==> config.mk <==
export PLATFORM = sky130hd
export DESIGN_NAME = time_window_task_scheduler
export DESIGN_NICKNAME = d
export VERILOG_FILES = /design/src/tsch_pkg.sv /design/src/tsch_cell.sv /design/src/time_window_task_scheduler.sv
export SDC_FILE = /design/constraint.sdc
export NUM_CORES = 1
export LEC_CHECK = 0
export BUFFER_PORTS_ARGS = -buffer_cell sky130_fd_sc_hd__clkbuf_2
export CELL_PAD_IN_SITES_DETAIL_PLACEMENT = 1
export CELL_PAD_IN_SITES_GLOBAL_PLACEMENT = 2
export CORE_MARGIN = 2
export CORE_UTILIZATION = 40
export DETAILED_ROUTE_END_ITERATION = 10
export PLACE_DENSITY = 0.75
export SYNTH_ARGS = -nofsm -noshare
export SYNTH_HDL_FRONTEND = slang
export SYNTH_SLANG_ARGS = --single-unit
==> constraint.sdc <==
create_clock -name clock -period 5.6 [get_ports clock]
set_clock_uncertainty 0.2 [all_clocks]
set_input_delay 0 -clock clock [delete_from_list [all_inputs] [get_ports clock]]
set_output_delay 0 -clock clock [all_outputs]
set_load 0.005 [all_outputs]
==> src/tsch_pkg.sv <==
`default_nettype none
package tsch_pkg;

   localparam int MAX_TASKS_DEF = 16;
   localparam int NUM_OBJECTS_DEF = 8;
   localparam int TIME_W = 11;

   localparam logic [1:0] OP_ADD = 2'd0;
   localparam logic [1:0] OP_REMOVE = 2'd1;
   localparam logic [1:0] OP_CLEAR = 2'd2;
   localparam logic [1:0] OP_TICK = 2'd3;

   localparam logic [2:0] KIND_ACCEPT = 3'd0;
   localparam logic [2:0] KIND_REJECT = 3'd1;
   localparam logic [2:0] KIND_DONE = 3'd2;
   localparam logic [2:0] KIND_START = 3'd3;
   localparam logic [2:0] KIND_STOP = 3'd4;

   typedef struct packed {
      logic [1:0] opcode;
      logic [2:0] object_id;
      logic [4:0] start_hour;
      logic [5:0] start_minute;
      logic [4:0] stop_hour;
      logic [5:0] stop_minute;
      logic [4:0] now_hour;
      logic [5:0] now_minute;
      logic [7:0] running_mask;
   } req_type;

   typedef struct packed {
      logic [2:0] kind;
      logic [2:0] object_id_out;
      logic       last;
   } rsp_type;

   typedef struct packed {
      logic [2:0]        obj;
      logic [TIME_W-1:0] start;
      logic [TIME_W-1:0] stop;
   } entry_type;

   typedef struct packed {
      logic shift;
      logic load;
   } cell_ctl_type;

   function automatic logic [TIME_W-1:0] minutes(input logic [4:0] h, input logic [5:0] m);
      minutes = TIME_W'(h) * TIME_W'(60) + TIME_W'(m);
   endfunction

endpackage
`default_nettype wire

==> src/tsch_cell.sv <==
`default_nettype none
module tsch_cell (
   input  wire logic                 clock,
   input  wire tsch_pkg::cell_ctl_type ctl,
   input  wire tsch_pkg::entry_type  load_data,
   input  wire tsch_pkg::entry_type  next_data,
   output tsch_pkg::entry_type       data
);
   tsch_pkg::entry_type data_ff, data_in;

   always_comb begin
      data_in = data_ff;
      if (ctl.load) begin
         data_in = load_data;
      end else if (ctl.shift) begin
         data_in = next_data;
      end
   end

   always_ff @(posedge clock) begin
      data_ff <= data_in;
   end

   assign data = data_ff;
endmodule
`default_nettype wire

==> src/time_window_task_scheduler.sv <==
`default_nettype none
// time window task scheduler
// req channel: a command transfer happens at a clock edge with start high and
//   busy low; opcode selects add, remove, clear or tick
// csr channel: registered_mask write, always ready, take it only while idle
// rsp channel: each result shows for one cycle with rsp_valid high; the
//   receiver cannot stall, so no backpressure exists
// entries live in a row of cells; a walk shifts the row left once a cycle
//   and the entry leaving cell 0 is examined, then written back at the tail
//   unless a remove drops it, so order is kept and compaction is free
// clear goes straight from idle to the finish state for its done result; add,
//   remove and tick first walk the stored entries, one walk step per entry
// tick emits start/stop results during the walk, one per acting entry, then
//   done with last set; busy stays high until that final result is issued
// a new command is taken only in idle, after the last one has finished
// reset clears the entry count, the mask and control state; cell contents
//   are left as they are and only entries below the count are ever read
module time_window_task_scheduler #(
   parameter int MAX_TASKS = tsch_pkg::MAX_TASKS_DEF,
   parameter int NUM_OBJECTS = tsch_pkg::NUM_OBJECTS_DEF
) (
   input  wire logic              clock,
   input  wire logic              reset,
   input  wire logic              start,
   output logic                   busy,
   input  wire tsch_pkg::req_type req,
   output logic                   rsp_valid,
   output tsch_pkg::rsp_type      rsp,
   input  wire logic              csr_valid,
   output logic                   csr_ready,
   input  wire logic [7:0]        csr_data
);
   localparam int IW = (MAX_TASKS > 1) ? $clog2(MAX_TASKS) : 1;
   localparam int CW = $clog2(MAX_TASKS + 1);

   typedef enum logic [1:0] {S_IDLE, S_WALK, S_FIN} state_type;

   state_type state_ff;
   logic [7:0] mask_ff;
   logic [CW-1:0] count_ff, occ_ff, steps_ff;
   logic [1:0] op_ff;
   logic [2:0] id_ff;
   logic [tsch_pkg::TIME_W-1:0] s_ff, e_ff, now_ff;
   logic [7:0] run_ff;
   logic conflict_ff;
   logic rsp_valid_ff;
   tsch_pkg::rsp_type rsp_ff;

   tsch_pkg::entry_type cell_q [MAX_TASKS];
   tsch_pkg::cell_ctl_type cell_ctl [MAX_TASKS];
   tsch_pkg::entry_type load_data;
   tsch_pkg::entry_type head;

   logic keep, head_reg, in_window, overlap, add_ok, do_load;
   logic act_start, act_stop;
   logic [IW-1:0] load_idx;

   function automatic logic registered(input logic [2:0] id, input logic [7:0] m);
      registered = (32'(id) < 32'(NUM_OBJECTS)) && m[id];
   endfunction

   assign head = cell_q[0];
   assign keep = (op_ff != tsch_pkg::OP_REMOVE) || (head.obj != id_ff);
   assign head_reg = registered(head.obj, mask_ff);
   assign in_window = (now_ff >= head.start) && (now_ff <= head.stop);
   assign overlap = (head.obj == id_ff) &&
      (((s_ff >= head.start) && (s_ff <= head.stop)) ||
       ((e_ff >= head.start) && (e_ff <= head.stop)) ||
       ((s_ff < head.start) && (e_ff > head.stop)));
   assign add_ok = registered(id_ff, mask_ff) && (s_ff < e_ff) &&
      (32'(count_ff) < 32'(MAX_TASKS)) && !conflict_ff;
   // tick: running copy updates at once for later entries
   assign act_start = (op_ff == tsch_pkg::OP_TICK) && head_reg &&
      !run_ff[head.obj] && in_window;
   assign act_stop = (op_ff == tsch_pkg::OP_TICK) && head_reg &&
      run_ff[head.obj] && !in_window;

   // tail write: recycled head during a walk, new window on accepted add
   always_comb begin
      do_load = 1'b0;
      load_idx = IW'(occ_ff - CW'(1));
      load_data = head;
      if (state_ff == S_WALK) begin
         do_load = keep;
      end else if (state_ff == S_FIN && op_ff == tsch_pkg::OP_ADD && add_ok) begin
         do_load = 1'b1;
         load_idx = IW'(count_ff);
         load_data.obj = id_ff;
         load_data.start = s_ff;
         load_data.stop = e_ff;
      end
   end

   genvar g;
   generate
      for (g = 0; g < MAX_TASKS; g++) begin : g_cell
         always_comb begin
            cell_ctl[g].shift = (state_ff == S_WALK);
            cell_ctl[g].load = do_load && (load_idx == IW'(g));
         end
         tsch_cell u_cell (
            .clock     (clock),
            .ctl       (cell_ctl[g]),
            .load_data (load_data),
            .next_data ((g + 1 < MAX_TASKS) ? cell_q[(g + 1) % MAX_TASKS] : cell_q[g]),
            .data      (cell_q[g])
         );
      end
   endgenerate

   always_ff @(posedge clock) begin
      if (reset) begin
         state_ff <= S_IDLE;
         mask_ff <= '0;
         count_ff <= '0;
         rsp_valid_ff <= 1'b0;
      end else begin
         if (csr_valid && csr_ready) begin
            mask_ff <= csr_data;
         end
         case (state_ff)
            S_IDLE: begin
               rsp_valid_ff <= 1'b0;
               if (start) begin
                  op_ff <= req.opcode;
                  id_ff <= req.object_id;
                  s_ff <= tsch_pkg::minutes(req.start_hour, req.start_minute);
                  e_ff <= tsch_pkg::minutes(req.stop_hour, req.stop_minute);
                  now_ff <= tsch_pkg::minutes(req.now_hour, req.now_minute);
                  run_ff <= req.running_mask;
                  conflict_ff <= 1'b0;
                  occ_ff <= count_ff;
                  steps_ff <= count_ff;
                  if (req.opcode == tsch_pkg::OP_CLEAR || count_ff == '0) begin
                     state_ff <= S_FIN;
                  end else begin
                     state_ff <= S_WALK;
                  end
               end
            end
            S_WALK: begin
               if (!keep) begin
                  occ_ff <= occ_ff - CW'(1);
               end
               if (op_ff == tsch_pkg::OP_ADD && overlap) begin
                  conflict_ff <= 1'b1;
               end
               rsp_valid_ff <= act_start || act_stop;
               rsp_ff.kind <= act_start ? tsch_pkg::KIND_START : tsch_pkg::KIND_STOP;
               rsp_ff.object_id_out <= head.obj;
               rsp_ff.last <= 1'b0;
               if (act_start) begin
                  run_ff[head.obj] <= 1'b1;
               end else if (act_stop) begin
                  run_ff[head.obj] <= 1'b0;
               end
               steps_ff <= steps_ff - CW'(1);
               if (steps_ff == CW'(1)) begin
                  state_ff <= S_FIN;
               end
            end
            S_FIN: begin
               rsp_valid_ff <= 1'b1;
               rsp_ff.object_id_out <= 3'd0;
               rsp_ff.last <= 1'b1;
               case (op_ff)
                  tsch_pkg::OP_ADD: begin
                     rsp_ff.kind <= add_ok ? tsch_pkg::KIND_ACCEPT : tsch_pkg::KIND_REJECT;
                     if (add_ok) begin
                        count_ff <= count_ff + CW'(1);
                     end
                  end
                  tsch_pkg::OP_REMOVE: begin
                     rsp_ff.kind <= tsch_pkg::KIND_DONE;
                     count_ff <= occ_ff;
                  end
                  tsch_pkg::OP_CLEAR: begin
                     rsp_ff.kind <= tsch_pkg::KIND_DONE;
                     count_ff <= '0;
                  end
                  default: rsp_ff.kind <= tsch_pkg::KIND_DONE;
               endcase
               state_ff <= S_IDLE;
            end
            default: begin
               rsp_valid_ff <= 1'b0;
               state_ff <= S_IDLE;
            end
         endcase
      end
   end

   assign busy = (state_ff != S_IDLE);
   assign csr_ready = 1'b1;
   assign rsp_valid = rsp_valid_ff;
   assign rsp = rsp_ff;

   a_count_bound: assert property (@(posedge clock) disable iff (reset)
      32'(count_ff) <= 32'(MAX_TASKS)) else $error("entry count beyond capacity");
   a_last_idle: assert property (@(posedge clock) disable iff (reset)
      (rsp_valid && rsp.last) |-> (state_ff == S_IDLE)) else $error("last result while busy");
   a_occ_bound: assert property (@(posedge clock) disable iff (reset)
      (state_ff == S_WALK) |-> (occ_ff <= count_ff && steps_ff != '0))
      else $error("walk occupancy out of range");
   a_walk_only_tick: assert property (@(posedge clock) disable iff (reset)
      (rsp_valid && !rsp.last) |-> $past(state_ff == S_WALK && op_ff == tsch_pkg::OP_TICK))
      else $error("start or stop outside a tick walk");
endmodule
`default_nettype wire
; ---- Word-level counts from Yosys, hierarchy flattened
; Index checks and enable logic that the tools add are counted.
; W data, S select, Z words.
[word_totals]
mem_bits_rw = 0
in_bits = 58
mem_bits_ro = 0
register_bits = 480
latchBits = 0
output_inout_bits = 10
n_memories = 0
[classes]
n_bitwise = 4
n_addsub = 6
div_mod_pow = 0
mul = 3
n_reduce_logical = 72
n_lt_le_gt_ge = 13
n_shift = 0
n_eq_ne = 31
mux = 66
[op_table]
columns = cell, count
row1 = $mux W25, 32
row2 = $reduce_bool A2 Y1, 18
row3 = $add A11 B6 Y11, 3
row4 = $ge A11 B11 Y1, 3
row5 = $le A11 B11 Y1, 3
row6 = $logic_and A1 B1 Y1, 33
row7 = $eq A4 B4 Y1 const B, 8
row8 = $mul A5 B4 Y9 const B, 3
row9 = $mux W8, 3
row10 = $lt A11 B11 Y1, 2
row11 = $pmux W5 S2, 2
row12 = $eq A4 B3 Y1 const B, 4
row13 = $pmux W8 S2, 1
row14 = $mux W5, 3
row15 = $pmux W5 S3, 1
row16 = $pmux W7 S2, 1
row17 = $reduce_and A4 Y1, 3
row18 = $gt A11 B11 Y1, 1
row19 = $sub A5 B1 Y5 const B, 2
row20 = $bmux W1 S3, 3
row21 = $mux W1, 9
row22 = $reduce_and A3 Y1, 3
row23 = $and A8 B8 Y8, 1
row24 = $eq A2 B2 Y1 const B, 4
row25 = other kinds (29), 49

; ---- Longest topological paths before layout
[logic_depth]
word_depth = 11
depth_mapped = 11
ltp_nobuf = 11

; ---- Hierarchy
; Synthesis repeated with hierarchy kept, for this count alone.
[unflattened]
cells_unflattened = 1690
hier_area_um2 = 26389.1
[modules_own_cells]
columns = module, area_each_um2, cells_per_inst, instances
row1 = tsch_cell, 1161.1, 54, 16
row2 = time_window_task_scheduler, 7811.2, 826, 1

; ---- Worst setup path after synthesis
; No wires, ideal clock.
[synth_timing]
kind = register -> register
from = register s_ff[8] (netlist name)
to = register g_cell[0].u_cell.data_ff (netlist bit g_cell[0].u_cell.data[0]), enable pin
setup_ps = 446
setup_slack_ps = 1151
t_arrival_ps = 3803
required_ps = 4954
path_stages_with_launch = 9
cell_sequence = edfxtp_1 > ha_1 > a211oi_1 > o2111a_1 > and4bb_2 > o21ai_2 > buf_6 > buf_6 > o31ai_1
[synth_via]
elab_chain_cells = 10
[synth_lines]
columns = item, line_no
row1 = from (decl), time_window_task_scheduler.sv:43  ; logic [tsch_pkg::TIME_W-1:0] s_ff, e_ff, now_ff;
row2 = from (signal assigned), time_window_task_scheduler.sv:127  ; s_ff <= tsch_pkg::minutes(req.start_hour, req.start_minute);
row3 = $lt A11 B11 Y1 (*), time_window_task_scheduler.sv:70  ; assign add_ok = registered(id_ff, mask_ff) && (s_ff < e_ff) &&
row4 = $logic_and A1 B1 Y1 (*) (2 in series), time_window_task_scheduler.sv:70
row5 = $logic_and A1 B1 Y1 (*), time_window_task_scheduler.sv:71  ; (32'(count_ff) < 32'(MAX_TASKS)) && !conflict_ff;
row6 = $logic_and A1 B1 Y1 (*), time_window_task_scheduler.sv:85  ; end else if (state_ff == S_FIN && op_ff == tsch_pkg::OP_ADD && add_ok) begin
row7 = $mux W4, time_window_task_scheduler.sv:85
row8 = $mux W4, time_window_task_scheduler.sv:83  ; if (state_ff == S_WALK) begin
row9 = $logic_not A4 Y1, time_window_task_scheduler.sv:99  ; cell_ctl[g].load = do_load && (load_idx == IW'(g));
row10 = $logic_and A1 B1 Y1 (*), time_window_task_scheduler.sv:99
row11 = $reduce_bool A2 Y1 (no source line) (*), --
row12 = to (signal assigned), tsch_cell.sv:21  ; data_ff <= data_in;
row13 = to (decl), tsch_cell.sv:9  ; tsch_pkg::entry_type data_ff, data_in;
; Every way passes the cells marked *; elsewhere a longest branch is shown, timed or not.
; A chain may end at the register's enable or synchronous reset.

==> results by group <==
Job
  • Max-cap violations: 0

Global route
  • Pin count of the biggest net entering global routing: 35
  • First-pass GRT wire length: 88.1 mm
  • Vias in the first global route: around 16000
  • GRT overflow: 0
  • Initial antenna violation count: 0
  • GRT Overall Usage: 0.167

Yosys
  • Number of synthesized register bits: 480
  • Distinct cells, synth: 70
  • Ys async rst share: 0
  • Mapped cell area: 0.0253 mm²
  • Register area share after synthesis: 0.564
  • Top_reg_cell synth: edfxtp_1
  • Post-synth EDFFs: 464
  • Avg Cell Area, Syn: 14.5 µm²
  • Post-synthesis cell count: 1745
  • Synthesized Nets: 1962
  • Synth warn: 0

Floorplan
  • Starting density of the core: 0.403
  • Core region area: 0.0627 mm²
  • Num ports: 68
  • Die width: between 200 and 300 µm
  • Die Y: roughly 260 µm
  • Full die area: 0.0652 mm²
  • Row Count: 92

Min path
  • Hold Path Origin: req[29]
  • Worst Hold Class: primary input to flop
  • Hold worst-path end: e_ff[10]
  • Hold Path Cell Cnt: 5

Placed design
  • GP Congestion: roughly 0.83
  • Number of port buffers: 66
  • Dpl hpwl: 38.8 mm

Critical path
  • FF-to-FF End: g_cell[9].u_cell.data[21]
  • CP endpoint kind: flop
  • Setup crit start kind: flop
  • CP max stage delay: 0.57 ns
  • Crit path required time: 5.74 ns
  • CP max stage cell: a21oi_1
  • Worst setup path category: flop to flop
  • Worst r2r path cells: 9
  • R2R setup slack: 1.38 ns
  • Crit-path max FO: 27
  • Worst Setup SP: s_ff[4]
  • CP Cell Sequence: ha_1 -> a21oi_1 -> o21ai_0 -> a21oi_1 -> o21ai_4 -> buf_4 -> o31ai_4 -> buf_4 -> mux2_2
  • Critical path arrival: 4.36 ns
  • RR Startpoint: s_ff[4]

Cells and area
  • Layout area overhead: 14.5%
  • Antenna cells: 0
  • Commonest non-fill, non-tap cell in the layout: edfxtp_1
  • Core Util, Final: 0.461
  • Layout cell share with drive strength beyond 1: 0.309
  • FILL cells: 6295
  • Nets@finish: 2113
  • Most frequent cells in the layout: edfxtp_1 (464), mux2_2 (384), ha_1 (135)

Clock network
  • Post-cts gate resize count: 0
  • # clock sinks: 480
  • TritonCTS clock tree: done
  • Hold buffer count at CTS: 88
  • CTS Buf Count: 48
  • CTS clk-pin slew, worst paths: 0.06 ns
  • Root buf cell: clkbuf_16
  • Worst-skew pair later-pin latency: 0.60 ns
  • Maximum root-to-sink buffer count: 3
  • Post-CTS setup buffers: 0
  • CTS H-tree depth: 2

Run status
  • Status: complete, no violations

Timing
  • Setup_tns: 0 ns
  • Fmax: 0.237 GHz
  • Worst-Margin Slew: approximately 1.2 ns
  • Setup Viol. Count Final: 0
  • Final hold vios: 0
  • Final worst-path cycle share: 0.753
  • Max_slew headroom: 0.181
  • RSZ-0062 raised after global routing: no
  • Max-slew violations: 0
  • Worst Hold Slack: between 0.03 and 0.04 ns
  • Final min period: 4.22 ns

Routing
  • Total wire length: between 50 and 60 mm
  • Via Count: 14400
  • Antenna viol nets, final: 0
  • Initial detailed-routing violation count: 631
  • Post-DR wirelength/cell: 19.3 µm
  • First-pass DRT Iterations: 5
  • Via density: between 5 and 6
  • Drt drc: 0

Power
  • Power per cell area: around 310 mW/mm²
  • P_leak: 0.0104 µW
  • Max IR drop VDD: 0.204 mV
## layer usage
layer  track usage  wire length (µm)  up-vias
met5             0                 0        -
met4        0.0475              1280        0
met3        0.0232              1500       90
met2         0.297             27200      186
met1         0.211             23700     7314
li1              -                 -     6859
## metrics by stage
stage                     worst slack (ns)  total power [µW]  cell area (µm²)  cells
after floorplan                       1.15              5300            25300   1745
after global placement                1.48              5670            26500   2604
after detailed placement              1.41              5740            26500   2604
after CTS                             1.39              9090            28900   2780
after global routing                  1.23              9390            28900   2780
final                                 1.38              8960            28900   2780
## registers in the layout, summed over array words and instances (netlist names), named ones only
signal	count
count_ff	5
rsp	7
rsp_valid	1
op_ff	2
steps_ff	5
now_ff	11
occ_ff	5
conflict_ff	1
e_ff	11
g_cell.u_cell.data	400
id_ff	3
mask_ff	8
s_ff	11
state_ff	2
## how the worst max path moves through the flow
stage	endpoint
floorplan	g_cell[0].u_cell.data[0]
global placement	g_cell[14].u_cell.data[15]
detailed placement	g_cell[12].u_cell.data[3]
CTS	g_cell[9].u_cell.data[21]
global route	g_cell[14].u_cell.data[21]
finish	g_cell[9].u_cell.data[21]
## cells in the mapped netlist (5+ instances only)
| cell type | number | area, µm² |
|---|---|---|
| edfxtp_1 | 464 | 13900 |
| mux2_2 | 384 | 4320 |
| ha_1 | 135 | 1690 |
| inv_1 | 110 | 413 |
| nand2_1 | 67 | 251 |
| nor2_1 | 49 | 184 |
| a21oi_1 | 46 | 230 |
| buf_2 | 36 | 180 |
| o21ai_0 | 31 | 155 |
| nand3_1 | 28 | 140 |
| nor2b_1 | 27 | 169 |
| mux2i_1 | 25 | 250 |
| xnor2_1 | 25 | 219 |
| fa_1 | 24 | 480 |
| buf_6 | 18 | 203 |
| nand4_1 | 18 | 113 |
| clkbuf_1 | 17 | 63.8 |
| nor3_1 | 17 | 85.1 |
| dfxtp_1 | 16 | 320 |
| a21o_1 | 15 | 113 |
| xor2_1 | 15 | 131 |
| o31ai_1 | 14 | 105 |
| buf_4 | 12 | 90.1 |
| nand2b_1 | 12 | 75.1 |
| o31ai_4 | 12 | 255 |
| o211ai_1 | 9 | 67.6 |
| a211oi_1 | 8 | 60.1 |
| mux2_4 | 8 | 120 |
| o21a_1 | 8 | 60.1 |
| a22oi_1 | 5 | 37.5 |
| a31oi_1 | 5 | 31.3 |
| buf_1 | 5 | 18.8 |
## cells by family (layout without fill, tap and decap cells)
logic type | after synthesis | after routing | synth area share
compound gates | 198 | 198 | 0.0604
xor+xnor | 40 | 40 | 0.0139
fa+ha+maj | 159 | 159 | 0.0858
buf+inv | 200 | 389 | 0.0393
flops | 480 | 480 | 0.564
mux | 419 | 419 | 0.188
other cells | 1 | 1 | 0.000148
simple gates | 248 | 248 | 0.0490
## area by class of cell
class	count	area [µm²]	share of cell area
Timing Repair Buffer	191	1490	0.0515
Tap cell	846	1060	0.0366
Sequential cell	480	14300	0.493
Clock inverter	28	323	0.0112
Inverter	110	413	0.0143
Multi-Input combinational cell	1065	10200	0.351
Clock buffer	60	1250	0.0431
## worst max-delay path: cells and delay by family, from the launching register on
family | cells | cell delay, ns
compound gates | 5 | 1.73
mux | 1 | 0.39
buf+inv | 2 | 0.80
fa+ha+maj | 1 | 0.35
flops | 1 | 0.46
## report_power, final
part	total, µW	switching [µW]	internal, µW
combinational	1410	823	591
sequential	4320	115	4210
clock	3230	1400	1830
No activity file was read; power rests on OpenSTA's default activity.
